--- config.mk ---
export PLATFORM = sky130hd
export DESIGN_NAME = bgd_window
export DESIGN_NICKNAME = d
export VERILOG_FILES = /design/src/rtl/bgd_pkg.sv /design/src/rtl/bgd_window.sv
export SDC_FILE = /design/constraint.sdc
export NUM_CORES = 2
export LEC_CHECK = 0
export BUFFER_PORTS_ARGS = -buffer_cell sky130_fd_sc_hd__buf_2
export CORE_AREA = 5 5 250 252
export DETAILED_ROUTE_END_ITERATION = 10
export DIE_AREA = 0 0 255 257
export PLACE_DENSITY = 0.82
export SETUP_SLACK_MARGIN = 0.1
export SLEW_MARGIN = 25
export SYNTH_ARGS = -nofsm -noshare
export SYNTH_HDL_FRONTEND = slang
export SYNTH_SLANG_ARGS = --single-unit
--- constraint.sdc ---
create_clock -name clk -period 8.2 [get_ports clk]
set_clock_uncertainty 0.2 [all_clocks]
set_input_delay 0.82 -clock clk [delete_from_list [all_inputs] [get_ports clk]]
set_output_delay 0.82 -clock clk [all_outputs]
set_load 0.01 [all_outputs]
--- src/rtl/bgd_pkg.sv ---
// Package for the Bayer gradient demosaic: default sizes, register indexes
// and the control bundle passed from the window to the kernel datapath.
// No dependencies.
package bgd_pkg;

  localparam int BGD_MAX_WIDTH  = 4096;
  localparam int BGD_PIXEL_BITS = 16;
  localparam int BGD_FIELD_W    = 16;
  localparam int BGD_CFG_W      = 13;

  typedef enum logic [1:0] {
    REG_IMAGE_WIDTH  = 2'd0,
    REG_FRAME_HEIGHT = 2'd1,
    REG_COL_PHASE    = 2'd2,
    REG_ROW_PHASE    = 2'd3
  } bgd_reg_t;

  typedef struct packed {
    logic last_item;
    logic last_frame;
    logic col_red;
    logic row_red;
  } bgd_ctl_t;

endpackage

--- src/rtl/bgd_window.sv ---
// 5x5 sample window and the per-pixel job sequencer that selects the kernel
// taps with edge replication. Depends on bgd_pkg.
module bgd_window
  import bgd_pkg::*;
#(
  parameter int MAX_WIDTH = BGD_MAX_WIDTH,
  parameter int PIXEL_BITS = BGD_PIXEL_BITS
) (
  input  logic                                clk,
  input  logic                                rst_n,
  input  logic                                shift_en,
  output logic                                shift_ready,
  input  logic [4:0][PIXEL_BITS-1:0]          col_in,
  input  logic                                job_in,
  input  logic [$clog2(MAX_WIDTH)-1:0]        job_c,
  input  logic [$clog2(MAX_WIDTH)-1:0]        job_wlast,
  input  logic                                job_row_odd,
  input  logic                                job_row_end,
  input  logic                                job_frame_end,
  input  logic                                col_phase,
  input  logic                                row_phase,
  output logic                                tap_valid,
  input  logic                                tap_ready,
  output logic [12:0][PIXEL_BITS-1:0]         taps,
  output bgd_ctl_t                            tap_ctl
);

  localparam int CW = $clog2(MAX_WIDTH);
  localparam int SWD = CW + 3;

  logic [4:0][4:0][PIXEL_BITS-1:0] win_r;
  logic          job_valid_r;
  logic [CW-1:0] p_r;
  logic [CW-1:0] plast_r;
  logic [CW-1:0] c_r;
  logic [CW-1:0] wlast_r;
  logic          row_odd_r;
  logic          frame_r;
  logic          issue;
  logic          at_last;
  logic [2:0]    s_m2, s_m1, s_0, s_p1, s_p2;

  function automatic logic [2:0] slot_of(input logic [CW-1:0] p, input logic [CW-1:0] c,
                                         input logic [CW-1:0] wl, input int dx);
    logic signed [SWD-1:0] pc;
    logic signed [SWD-1:0] s;
    pc = $signed({3'b000, p}) + SWD'(dx);
    if (pc < 0) begin
      pc = '0;
    end
    if (pc > $signed({3'b000, wl})) begin
      pc = $signed({3'b000, wl});
    end
    s = pc - $signed({3'b000, c}) + SWD'(4);
    if (s < 0) begin
      s = '0;
    end
    if (s > SWD'(4)) begin
      s = SWD'(4);
    end
    return s[2:0];
  endfunction

  assign issue       = job_valid_r && tap_ready;
  assign at_last     = (p_r == plast_r);
  assign shift_ready = !job_valid_r || (issue && at_last);

  always_ff @(posedge clk) begin
    if (!rst_n) begin
      win_r <= '0;
    end else if (shift_en) begin
      for (int i = 0; i < 4; i++) begin
        win_r[i] <= win_r[i+1];
      end
      win_r[4] <= col_in;
    end
  end

  always_ff @(posedge clk) begin
    if (!rst_n) begin
      job_valid_r <= 1'b0;
    end else if (shift_en && job_in) begin
      job_valid_r <= 1'b1;
    end else if (issue && at_last) begin
      job_valid_r <= 1'b0;
    end
  end

  always_ff @(posedge clk) begin
    if (shift_en && job_in) begin
      p_r       <= job_c - CW'(2);
      plast_r   <= job_row_end ? job_wlast : job_c - CW'(2);
      c_r       <= job_c;
      wlast_r   <= job_wlast;
      row_odd_r <= job_row_odd;
      frame_r   <= job_frame_end;
    end else if (issue && !at_last) begin
      p_r <= p_r + CW'(1);
    end
  end

  always_comb begin
    s_m2 = slot_of(p_r, c_r, wlast_r, -2);
    s_m1 = slot_of(p_r, c_r, wlast_r, -1);
    s_0  = slot_of(p_r, c_r, wlast_r, 0);
    s_p1 = slot_of(p_r, c_r, wlast_r, 1);
    s_p2 = slot_of(p_r, c_r, wlast_r, 2);
    taps[0]  = win_r[s_0][2];
    taps[1]  = win_r[s_0][1];
    taps[2]  = win_r[s_0][3];
    taps[3]  = win_r[s_m1][2];
    taps[4]  = win_r[s_p1][2];
    taps[5]  = win_r[s_0][0];
    taps[6]  = win_r[s_0][4];
    taps[7]  = win_r[s_m2][2];
    taps[8]  = win_r[s_p2][2];
    taps[9]  = win_r[s_m1][1];
    taps[10] = win_r[s_p1][1];
    taps[11] = win_r[s_m1][3];
    taps[12] = win_r[s_p1][3];
    tap_ctl.last_item  = at_last;
    tap_ctl.last_frame = at_last && frame_r;
    tap_ctl.col_red    = (p_r[0] == col_phase);
    tap_ctl.row_red    = (row_odd_r == row_phase);
  end

  assign tap_valid = job_valid_r;

endmodule

==> metrics.yaml <==
synthSimpleGateAreaFrac: 0.154
r2r_setup_slack_ps: 5620
holdBufCountCts: 0
grt_busiest_layer: "met2"
peakVddDrop_mv: 0.168
min-delay-start: "job_row_odd"
netSwitchingPower_uw: 2980
ys_seq_area_frac: 0.293
yosys.area_share.adder: 0.0737
grt_max_degree: 189
clock_path_buffers: 3
worst_slack_ps: -27.9
internal-power_uw: 4960
synth-main-ff-cell: "dfxtp_1"
coreArea_sq_um: 59900
hpwl_mm: 68.5
synth_commonest_cells: "mux2i_1 (745), nor2b_1 (417), dfxtp_1 (401)"
rsz0062_at_grt: "yes"
area_growth_pct: 20.2
grt_overflow: 0
worstSkewPairLatency_ps: 610
grt_pass1_vias: 28000
tritoncts: "done"
tightestPinTransition_ps: 1110
pwr-share-comb: 0.411
status: "finished with violations"
synth_largest_area_cell: "dfxtp_1"
setup_violations: 3
synth_area_per_cell_sq_um: 9.35
syn-cell-area_sq_um: 32500
critPathMaxFanout: 6
cts_buffers: 49
synth_top_family_by_area: "multiplexers"
yosysMostFrequentCell: "mux2i_1"
hold_depth: 1
p_leak_uw: 0.0170
grtUsageMet2: 0.483
synthCells: 3481
slew_headroom: 0.259
synth_compound_area_frac: 0.151
cts_sinks: 451
grt_usage: 0.306
yosys.area.top_type_share: 0.247
period_needed_ps: 8230
path_class: "register to output port"
finalPower_uw: 7940
antenna_found_initial: 10
ctsHtreeMaxLevel: 2
r2r-end: "p_r[5]$_DFFE_PP_"
die_x_um: 255
ioPinCount: 328
hp-class: "primary input to register"
port_buffers: 327
hold_viol: 0
yosysWarningCount: 0
required_ps: 7180
cp-start-kind: "register"
cp-end-kind: "output port"
use_met1: 0.400
gp_congestion: 1.02
min_period_over_period: 1.00
grt_pass1_wl_mm: 162
rows: 90
violations: "negative setup slack"
final_nets: 4112
via_count: 29300
worstPathArrival_ps: 7210
wire_per_inst_um: 24.0
drt-initial-drc-count: 3295
firstDrtPassIters: 6
p_clk_frac: 0.288
drt_wl_total_mm: 111
postLayoutCoreUtil: 0.653
drive_above_1_share: 0.227
ys_types: 93
fmax_ghz: 0.122
r2r_start: "p_r[5]$_DFFE_PP_"
power_density_nw_per_um2: 203
drc: 0
rr_worst_depth: 9
synthArstFlopShare: 0
max-cap-violations: 0
min_to: "row_odd_r$_DFFE_PP_"
swShare: 0.375
antenna_left: 0
slew_violations: 0
finalSetupTns_ps: -28.8
cts_root_buffer: "clkbuf_16"
seqPwrFrac: 0.301
die_area_sq_um: 65500
synth.ff_latch_count: 451
vias_per_cell: 6.31
synth_area_leaders: "dfxtp_1 (25%), mux2i_1 (23%), nor2b_1 (8.0%)"
muxShareOfSynthArea: 0.265
initial_core_util: 0.543
grtUsageMet3: 0.0661
clkSlewWorstSetupHoldPaths_ps: 60
die_h_um: 257
synth_xor_area_frac: 0.0188
synth_enable_flop_cells: 50
## sequential cells by signal, indices dropped and copies added, names as in the netlist
signal / cells
win_r: 400
frame_r: 1
tap_valid: 1
c_r: 12
p_r: 12
wlast_r: 12
plast_r: 12
row_odd_r: 1
## cell families (layout without fill, tap and decap cells)
logic type / count (synthesis) / count (layout)
other cells: 1 / 14
flops: 451 / 451
xor+xnor: 70 / 70
simple gates: 919 / 919
fa+ha+maj: 188 / 188
compound gates: 650 / 650
buf+inv: 354 / 716
mux: 848 / 848
## worst max path at each step
stage / startpoint / to / slack, ps / depth (start not counted)
CTS: p_r[10]$_DFFE_PP_ / taps[60] / -7 / 29
floorplan: p_r[1]$_DFFE_PP_ / taps[176] / 140 / 29
finish: p_r[5]$_DFFE_PP_ / taps[127] / -30 / 27
global route: p_r[5]$_DFFE_PP_ / taps[121] / -290 / 30
global placement: p_r[5]$_DFFE_PP_ / taps[127] / 300 / 25
detailed placement: p_r[5]$_DFFE_PP_ / taps[178] / 170 / 27
## worst max-delay path: stages (launching register included)
cell	delay, ps
edfxtp_1	420
or4_4	600
nor3_2	210
nand2_1	140
mux2_2	310
ha_1	310
nand4_1	120
nor4_1	400
nand4_1	180
o31ai_2	100
buf_4	180
buf_6	130
mux2i_2	230
ha_1	270
inv_2	110
ha_4	210
a21o_1	160
a211oi_2	180
nor2_1	70
or4_4	540
a2111oi_4	360
nand4bb_4	180
buf_6	160
o31ai_4	320
buf_6	200
nor2_1	60
a221oi_2	260
buf_2	200
## metal layers
| layer | vias up | wire length (um) |
|---|---|---|
| li1 | 13400 | - |
| met1 | 13900 | 44200 |
| met2 | 1553 | 50100 |
| met3 | 393 | 10900 |
| met4 | 6 | 6300 |
| met5 | - | 47 |
## stage by stage
step           cell area (sq um)  hold slack, ps  worst slack [ps]  std cells
2_1_floorplan              32600             282               138       3488
3_3_place_gp               35300             296               296       4444
3_5_place_dp               35300             303               170       4444
4_1_cts                    37600             196             -6.61       4557
5_1_grt                    39100             200              -286       4638
6_report                   39100             220             -27.9       4638
## cell type report
cell class	count	area (sq um)
sequential	451	9530
multi-input combinational	2683	22600
fill	4684	20800
inverter	98	368
timing repair buffer	527	3950
antenna	6	15.0
clock inverter	17	236
clock buffer	74	1440
tap	782	978
## placed cells by master, fill, tap and decap left out, drive strengths merged, types with 12 or more instances in the layout
cell type,synthesis,layout
mux2,103,103
nand4,23,23
a221oi,67,67
edfxtp,50,50
o21a,20,20
xor2,20,20
o22ai,50,50
ha,182,182
a222oi,16,16
a21o,109,109
inv,97,98
mux2i,745,745
xnor2,50,50
dfxtp,401,401
a21oi,115,115
nand3,23,23
nand2b,61,61
nor2,164,164
a32oi,81,81
nor2b,417,417
clkbuf,184,83
buf,72,517
o21ai,50,50
a22o,49,49
nor3,22,22
a211oi,17,17
or3,12,12
nand2,145,145
## power groups by stage
stage	Combinational, uW	Clock (uW)	Sequential (uW)
finish	3260	2290	2390
CTS	2960	2320	2380
floorplan	1910	0	2400
global placement	2840	0	2430
global route	3460	2410	2390
detailed placement	2870	0	2430
## timing repair
action	4_1_cts	5_1_grt
setup buffers	17	58
pin swaps	30	58
endpoints found under the setup margin	171	203
cloned	5	15
gates resized for setup	66	134
Note: power is estimated with default switching activity, not from simulation.
