`config.mk`:
```
export PLATFORM = sky130hd
export DESIGN_NAME = bgd_kernel
export DESIGN_NICKNAME = d
export VERILOG_FILES = /design/src/rtl/bgd_pkg.sv /design/src/rtl/bgd_kernel.sv
export SDC_FILE = /design/constraint.sdc
export NUM_CORES = 1
export LEC_CHECK = 0
export ABC_AREA = 0
export BUFFER_PORTS_ARGS = -buffer_cell sky130_fd_sc_hd__buf_4
export CAP_MARGIN = 20
export CORE_ASPECT_RATIO = 1.5
export CORE_MARGIN = 3
export CORE_UTILIZATION = 55
export DETAILED_ROUTE_END_ITERATION = 10
export HOLD_SLACK_MARGIN = 0.15
export PLACE_DENSITY = 0.83
export SLEW_MARGIN = 10
export SYNTH_ARGS = -nofsm -noshare
export SYNTH_HDL_FRONTEND = slang
export SYNTH_SLANG_ARGS = --single-unit
```
`constraint.sdc`:
```
create_clock -name clk -period 21.1 [get_ports clk]
set_clock_uncertainty 0.15 [all_clocks]
set_input_delay 1.055 -clock clk [delete_from_list [all_inputs] [get_ports clk]]
set_output_delay 1.055 -clock clk [all_outputs]
set_load 0.05 [all_outputs]
```
`src/rtl/bgd_pkg.sv`:
```
// Package for the Bayer gradient demosaic: default sizes, register indexes
// and the control bundle passed from the window to the kernel datapath.
// No dependencies.
package bgd_pkg;

  localparam int BGD_MAX_WIDTH  = 4096;
  localparam int BGD_PIXEL_BITS = 16;
  localparam int BGD_FIELD_W    = 16;
  localparam int BGD_CFG_W      = 13;

  typedef enum logic [1:0] {
    REG_IMAGE_WIDTH  = 2'd0,
    REG_FRAME_HEIGHT = 2'd1,
    REG_COL_PHASE    = 2'd2,
    REG_ROW_PHASE    = 2'd3
  } bgd_reg_t;

  typedef struct packed {
    logic last_item;
    logic last_frame;
    logic col_red;
    logic row_red;
  } bgd_ctl_t;

endpackage

```
`src/rtl/bgd_kernel.sv`:
```
// Gradient-corrected kernel datapath: tap register, kernel sums, then
// rounding and saturation into the output register. Depends on bgd_pkg.
module bgd_kernel
  import bgd_pkg::*;
#(
  parameter int PIXEL_BITS = BGD_PIXEL_BITS
) (
  input  logic                        clk,
  input  logic                        rst_n,
  input  logic                        tap_valid,
  output logic                        tap_ready,
  input  logic [12:0][PIXEL_BITS-1:0] taps,
  input  bgd_ctl_t                    tap_ctl,
  output logic                        out_valid,
  input  logic                        out_ready,
  output logic [PIXEL_BITS-1:0]       red,
  output logic [PIXEL_BITS-1:0]       green,
  output logic [PIXEL_BITS-1:0]       blue,
  output bgd_ctl_t                    out_ctl
);

  localparam int SW = PIXEL_BITS + 8;
  localparam logic signed [SW-1:0] MAXV = SW'((1 << PIXEL_BITS) - 1);

  logic                        a_v_r, b_v_r, o_v_r;
  logic                        a_adv, b_adv, o_adv;
  logic [12:0][PIXEL_BITS-1:0] a_taps_r;
  bgd_ctl_t                    a_ctl_r, b_ctl_r, o_ctl_r;
  logic signed [SW-1:0]        b_r_r, b_g_r, b_b_r;
  logic signed [SW-1:0]        r_nxt, g_nxt, b_nxt;
  logic [PIXEL_BITS-1:0]       o_r_r, o_g_r, o_b_r;

  function automatic logic signed [SW-1:0] ext(input logic [PIXEL_BITS-1:0] x);
    return $signed(SW'(x));
  endfunction

  function automatic logic [PIXEL_BITS-1:0] rnd_sat(input logic signed [SW-1:0] v);
    logic signed [SW-1:0] t;
    t = v + SW'(8);
    if (t < 0) begin
      return '0;
    end
    t = t >>> 4;
    if (t > MAXV) begin
      t = MAXV;
    end
    return t[PIXEL_BITS-1:0];
  endfunction

  assign o_adv     = !o_v_r || out_ready;
  assign b_adv     = !b_v_r || o_adv;
  assign a_adv     = !a_v_r || b_adv;
  assign tap_ready = a_adv;

  always_ff @(posedge clk) begin
    if (!rst_n) begin
      a_v_r <= 1'b0;
      b_v_r <= 1'b0;
      o_v_r <= 1'b0;
    end else begin
      if (a_adv) a_v_r <= tap_valid;
      if (b_adv) b_v_r <= a_v_r;
      if (o_adv) o_v_r <= b_v_r;
    end
  end

  always_comb begin
    logic signed [SW-1:0] c, n, s, w, e, nn, ss, ww, ee, diag, cr1, cr2;
    logic signed [SW-1:0] g_rb, rb_br, horiz, vert;
    c    = ext(a_taps_r[0]);
    n    = ext(a_taps_r[1]);
    s    = ext(a_taps_r[2]);
    w    = ext(a_taps_r[3]);
    e    = ext(a_taps_r[4]);
    nn   = ext(a_taps_r[5]);
    ss   = ext(a_taps_r[6]);
    ww   = ext(a_taps_r[7]);
    ee   = ext(a_taps_r[8]);
    diag = ext(a_taps_r[9]) + ext(a_taps_r[10]) + ext(a_taps_r[11]) + ext(a_taps_r[12]);
    cr1  = n + s + w + e;
    cr2  = nn + ss + ww + ee;
    g_rb  = (c <<< 3) + (cr1 <<< 2) - (cr2 <<< 1);
    rb_br = (c <<< 3) + (c <<< 2) + (diag <<< 2) - (cr2 <<< 1) - cr2;
    horiz = (c <<< 3) + (c <<< 1) + ((w + e) <<< 3) - ((ww + ee) <<< 1)
            - (diag <<< 1) + (nn + ss);
    vert  = (c <<< 3) + (c <<< 1) + ((n + s) <<< 3) - ((nn + ss) <<< 1)
            - (diag <<< 1) + (ww + ee);
    if (a_ctl_r.col_red && a_ctl_r.row_red) begin
      r_nxt = c <<< 4; g_nxt = g_rb; b_nxt = rb_br;
    end else if (!a_ctl_r.col_red && !a_ctl_r.row_red) begin
      r_nxt = rb_br; g_nxt = g_rb; b_nxt = c <<< 4;
    end else if (a_ctl_r.row_red) begin
      r_nxt = horiz; g_nxt = c <<< 4; b_nxt = vert;
    end else begin
      r_nxt = vert; g_nxt = c <<< 4; b_nxt = horiz;
    end
  end

  always_ff @(posedge clk) begin
    if (a_adv) begin
      a_taps_r <= taps;
      a_ctl_r  <= tap_ctl;
    end
    if (b_adv) begin
      b_r_r   <= r_nxt;
      b_g_r   <= g_nxt;
      b_b_r   <= b_nxt;
      b_ctl_r <= a_ctl_r;
    end
    if (o_adv) begin
      o_r_r   <= rnd_sat(b_r_r);
      o_g_r   <= rnd_sat(b_g_r);
      o_b_r   <= rnd_sat(b_b_r);
      o_ctl_r <= b_ctl_r;
    end
  end

  assign out_valid = o_v_r;
  assign red       = o_r_r;
  assign green     = o_g_r;
  assign blue      = o_b_r;
  assign out_ctl   = o_ctl_r;

endmodule

```
==> results.sh, run 1 <==
export IMPL_wl_met3_um=3470
export IMPL_grt_overflow=0
export IMPL_synthCells=2562
export IMPL_antenna_found_initial=0
export IMPL_hold_violations=0
export IMPL_highest_layer="met4"
export IMPL_setup_violations=0
export IMPL_gp_congestion=0.935
export IMPL_regArea_um2=10000
export IMPL_cp_start_kind="flop"
export IMPL_grt_max_degree=86
export IMPL_ys_types=83
export IMPL_synth_seq_area_share=0.360
export IMPL_drc=0
export IMPL_wirelength_um=72600
export IMPL_hold_path_depth=0
export IMPL_die_y_um=281
export IMPL_cp_slowest_stage_delay_ns=0.74
export IMPL_hp_class="flop to flop"
export IMPL_r2r_slack_ns=12.25
export IMPL_cp_arrival_ns=8.98
export IMPL_dr_wl_met2_um=38700
export IMPL_synth_area_leaders="edfxtp_1 (36%), fa_1 (13%), ha_1 (13%), xnor2_1 (5.2%), inv_1 (5.1%)"
export IMPL_async_flop_share=0
export IMPL_io_pins=270
export IMPL_min_period_ns=8.85
export IMPL_wl_met1_um=26300
export IMPL_clk_pin_slew_ns=0.06
export IMPL_mostFrequentLayoutCell="inv_1"
export IMPL_clock_sinks=334
export IMPL_grt_pass1_wl_um=113000
export IMPL_hpwl_um=61300
export IMPL_min_from="a_ctl_r[2]"
export IMPL_tns_ns=0
export IMPL_finalCritPeriodShare=0.419
export IMPL_n_antenna_cell=0
export IMPL_yosysTopAreaCell="edfxtp_1"
export IMPL_syn_area_per_cell_um2=10.8
export IMPL_die_area_um2=53300
export IMPL_cp_max_fo=5
export IMPL_core_area_um2=49800
export IMPL_crit_type="flop to flop"
export IMPL_finalNetCount=3533
export IMPL_most_common_layout_cells="inv_1 (377), edfxtp_1 (331), buf_4 (279)"
export IMPL_status="finished clean"
export IMPL_ant_nets=0
export IMPL_cts_resized=0
export IMPL_start_util=0.558
export IMPL_viasPerCell=5.74
export IMPL_endpoint_kind="flop"
export IMPL_cts_tree="done"
export IMPL_cp_data_required_time_ns=21.23
export IMPL_grt_usage=0.274
export IMPL_rows=100
export IMPL_cts_root_buf="clkbuf_16"
export IMPL_ys_flop_type="edfxtp_1"
export IMPL_ys_seq_elements=334
export IMPL_worstReg2RegEnd="b_b_r[19]"
export IMPL_clock_path_buffers=3
export IMPL_slew_headroom=0.245
export IMPL_drv_slew=0
export IMPL_synth_top_area_frac=0.358
export IMPL_clk_latency_ns=0.56
export IMPL_cap_violations=0
export IMPL_routedWlPerCell_um=20.5
export IMPL_synth_enable_flop_cells=331
export IMPL_yosysWarnings=0
export IMPL_cts_hold_buf=0
export IMPL_drtIter0Drc=1042
export IMPL_fmax_mhz=113
export IMPL_r2r_start="a_taps_r[162]"
export IMPL_r2r_cells=32
export IMPL_worstMarginPinSlew_ns=1.13
export IMPL_h_tree_depth=2
export IMPL_firstDrtPassIters=5
export IMPL_post_cts_buffers=0
export IMPL_syn_area_um2=27800
export IMPL_grt_pass1_vias=21700
export IMPL_multi_input_area_um2=16300
export IMPL_io_buffers=269
export IMPL_numCtsBuffers=34
export IMPL_rsz0062_at_grt="false"
export IMPL_critPathSlowestCell="o41ai_1"
export IMPL_final_layout_size_suffix_gt1_frac=0.136
export IMPL_die_w_um=190
export IMPL_num_vias=20300
export IMPL_fill_cells=3927
export IMPL_worstHoldEndpoint="b_ctl_r[2]"
export IMPL_area_delta_synth_final_pct=14.1
export IMPL_syn_nets=3241
[synthesized netlist by cell type, types with 31 or more instances]
master / count
a21o_1: 47
o21ai_0: 72
edfxtp_1: 331
nor3_1: 53
a21oi_1: 173
inv_1: 378
nand2_1: 127
and3_1: 42
fa_1: 185
nand3_1: 60
xnor2_1: 164
or3_1: 31
ha_1: 278
nor2_1: 126
xor2_1: 97
[worst max-delay path by stage]
stage	startpoint	endpoint	slack (ns)	cells past startpoint
2_1_floorplan	out_ready	a_ctl_r[0]	12.24	2
3_3_place_gp	a_taps_r[162]	b_b_r[19]	12.58	32
3_5_place_dp	a_taps_r[162]	b_b_r[19]	12.32	32
4_1_cts	a_taps_r[162]	b_b_r[19]	12.29	32
5_1_grt	a_taps_r[178]	b_b_r[19]	11.76	32
6_report	a_taps_r[162]	b_b_r[19]	12.25	32
[registers in the layout (all words and copies together) (netlist names)]
name and flops:
b_r_r 21, green 16, a_taps_r 208, out_ctl 4, b_v_r 1, out_valid 1, b_b_r 21, red 16
a_ctl_r 4, b_ctl_r 4, b_g_r 21, blue 16, a_v_r 1
[per-stage QoR]
step                hold slack, ns  instances   util  area [um^2]  setup WS (ns)
floorplan                    0.250       2562      -        27800          12.24
global placement             0.252       3481  0.616        30700          12.58
detailed placement           0.259       3481  0.616        30700          12.32
CTS                          0.274       3542  0.637        31700          12.29
global route                 0.275       3542  0.637        31700          11.76
finish                       0.270       3542  0.637        31700          12.25
[area by class of cell]
cell class / instances / share of cell area
repair buffers: 279 / 0.0661
inverters: 378 / 0.0447
clock buffers: 47 / 0.0304
well taps: 663 / 0.0262
multi-input cells: 1827 / 0.515
clock inverters: 14 / 0.00264
flip-flops and latches: 334 / 0.315
[critical path, delay by kind of cell, from the launching register on]
family	cells	cell delay [ns]
flip-flops	1	0.36
XOR/XNOR	1	0.28
adder cells (fa/ha/maj)	7	2.80
AO/OA/AOI/OAI	11	2.81
AND/OR/NAND/NOR	8	1.37
buffers and inverters	4	0.34
multiplexers	1	0.46
[cells by family after synthesis]
kind of cell,count (synthesis),share of synthesized area
and+or+nand+nor,549,0.0979
AOI/OAI and AO/OA,523,0.123
adders and majority gates,463,0.258
buffers and inverters,401,0.0542
DFF,334,0.360
xor gates and xnor gates,261,0.0823
muxes,31,0.0243
[routing by layer]
metal / up-vias / global-route usage
met1: 9818 / 0.300
met4: 0 / 0.140
met2: 681 / 0.515
met5: - / 0
met3: 204 / 0.0346
li1: 9622 / -
Power of run 1 is left out: the tool's default activity adds up to more than one toggle a clock period on the data nets, which glitch-free logic cannot reach.
==> run 2: changes to the inputs <==
ABC_AREA = 1   (was 0)
PLACE_DENSITY = 0.85   (was 0.83)
clock period = 8 ns   (was 21.1 ns; I/O delays follow)
==> run 2 against run 1 <==
Non-clock buffer count grew 247. Critical endpoint is now b_r_r[20]. Global-route usage grew 8.6 points. First-iteration DRC count grew 130%. Sequential share of layout area shrank 4.6 points. Routed wire length grew 47%. Synthesized area grew 11%. Cell area grew 17%. Hold slack gained 0.0014 ns. Cell count grew 37%. Die area grew 11%. Synthesized cell count grew 41%.
==> results.sh, run 2 <==
export IMPL_ys_flop_type="edfxtp_1"
export IMPL_drv_slew=0
export IMPL_slew_headroom=0.304
export IMPL_cts_root_buf="clkbuf_16"
export IMPL_finalNetCount=4826
export IMPL_cts_tree="done"
export IMPL_core_area_um2=55000
export IMPL_endpoint_kind="flop"
export IMPL_async_flop_share=0
export IMPL_synth_top_area_frac=0.322
export IMPL_syn_nets=4296
export IMPL_viasPerCell=5.83
export IMPL_multi_input_area_um2=18200
export IMPL_fill_cells=4304
export IMPL_die_y_um=296
export IMPL_routedWlPerCell_um=21.9
export IMPL_largest_reg_flops=208
export IMPL_yosysWarnings=0
export IMPL_area_delta_synth_final_pct=20.4
export IMPL_synth_enable_flop_cells=331
export IMPL_tns_ns=0
export IMPL_antenna_found_initial=0
export IMPL_n_antenna_cell=0
export IMPL_cap_violations=0
export IMPL_crit_type="flop to flop"
export IMPL_wirelength_um=107000
export IMPL_start_util=0.560
export IMPL_synth_seq_area_share=0.324
export IMPL_worstMarginPinSlew_ns=1.04
export IMPL_min_period_ns=7.59
export IMPL_finalCritPeriodShare=0.949
export IMPL_num_vias=28400
export IMPL_grt_pass1_vias=28800
export IMPL_rsz0062_at_grt="false"
export IMPL_firstDrtPassIters=8
export IMPL_yosysTopAreaCell="edfxtp_1"
export IMPL_synthCells=3617
export IMPL_synth_area_leaders="edfxtp_1 (32%), fa_1 (12%), ha_1 (11%), nand2_1 (8.7%), inv_1 (8.1%)"
export IMPL_synthTopCellsByCount="nand2_1 (714), inv_1 (668), edfxtp_1 (331)"
export IMPL_hp_class="flop to flop"
export IMPL_ant_nets=0
export IMPL_hpwl_um=80900
export IMPL_die_area_um2=59000
export IMPL_hold_violations=0
export IMPL_die_w_um=199
export IMPL_syn_area_um2=30800
export IMPL_top_register="a_taps_r"
export IMPL_drc=0
export IMPL_clock_path_buffers=3
export IMPL_drtIter0Drc=2447
export IMPL_rows=105
export IMPL_numCtsBuffers=31
export IMPL_status="finished clean"
export IMPL_gp_congestion=1.11
export IMPL_clk_pin_slew_ns=0.07
export IMPL_cp_data_required_time_ns=8.22
export IMPL_grt_overflow=0
export IMPL_cp_max_fo=5
export IMPL_most_common_layout_cells="nand2_1 (712), inv_1 (667), edfxtp_1 (331)"
export IMPL_grt_usage=0.360
export IMPL_syn_area_per_cell_um2=8.52
export IMPL_ys_types=57
export IMPL_mostFrequentLayoutCell="nand2_1"
export IMPL_h_tree_depth=1
export IMPL_regArea_um2=10000
export IMPL_grt_pass1_wl_um=161000
export IMPL_cp_start_kind="flop"
export IMPL_io_buffers=269
export IMPL_fmax_mhz=132
export IMPL_cp_slowest_stage_delay_ns=0.58
export IMPL_clock_sinks=334
export IMPL_clk_latency_ns=0.63
export IMPL_grt_max_degree=159
export IMPL_final_layout_size_suffix_gt1_frac=0.0971
export IMPL_yosysMostFrequentCell="nand2_1"
export IMPL_critPathSlowestCell="fa_1"
export IMPL_cp_arrival_ns=7.80
export IMPL_setup_violations=0
export IMPL_ys_seq_elements=334
export IMPL_post_cts_buffers=0
export IMPL_io_pins=270
-- run 2: cells by family after synthesis --
kind of cell    after synthesis  share of synthesized area
flops                       334                      0.324
fa+ha+maj                   463                      0.233
simple gates               1310                      0.186
xor+xnor                    231                     0.0659
compound gates              576                      0.104
buf+inv                     703                     0.0870
-- run 2: worst paths after layout --
check                                   start    endpoint  slack [ns]  cells past startpoint
worst min register to register     b_ctl_r[2]  out_ctl[2]        0.27                      0
worst min-delay path               b_ctl_r[2]  out_ctl[2]        0.27                      0
worst max register to register  a_taps_r[151]   b_r_r[20]        0.41                     33
worst max-delay path            a_taps_r[151]   b_r_r[20]        0.41                     33
-- run 2: through the flow --
stage	setup slack (ns)	cell area (um^2)	hold slack, ns	utilization	cells
floorplan	0.194	30800	0.250	-	3617
global placement	0.684	33900	0.252	0.615	4588
detailed placement	0.491	33900	0.256	0.615	4588
CTS	0.474	37100	0.272	0.673	4862
global route	0.0451	37100	0.279	0.674	4867
finish	0.412	37100	0.271	0.674	4867
-- run 2: critical path, delay by kind of cell (launching register included) --
kind | cells | cell delay [ns]
xor+xnor | 1 | 0.24
buf+inv | 4 | 0.28
simple gates | 14 | 1.74
flops | 1 | 0.41
fa+ha+maj | 7 | 3.19
compound gates | 7 | 1.31
-- run 2: routing by layer --
layer | vias up | GRT usage | share of wire
li1 | 13100 | - | -
met1 | 13200 | 0.379 | 0.33
met2 | 1527 | 0.626 | 0.49
met3 | 530 | 0.0563 | 0.071
met4 | 0 | 0.308 | 0.11
met5 | - | 0 | 0
-- run 2: layout make-up --
type | instances | share of cell area
Multi-Input combinational cell | 2580 | 0.489
Tap cell | 695 | 0.0234
Inverter | 674 | 0.0682
Clock inverter | 19 | 0.00624
Sequential cell | 334 | 0.269
Clock buffer | 39 | 0.0220
Timing Repair Buffer | 526 | 0.121
-- run 2: what timing repair did --
action / in CTS / in global routing
resized for setup: 0 / 3
setup endpoints to repair: 0 / 8
hold buffers: 216 / 0
hold endpoints to repair: 217 / 0
Power of run 2 is left out for the same reason.
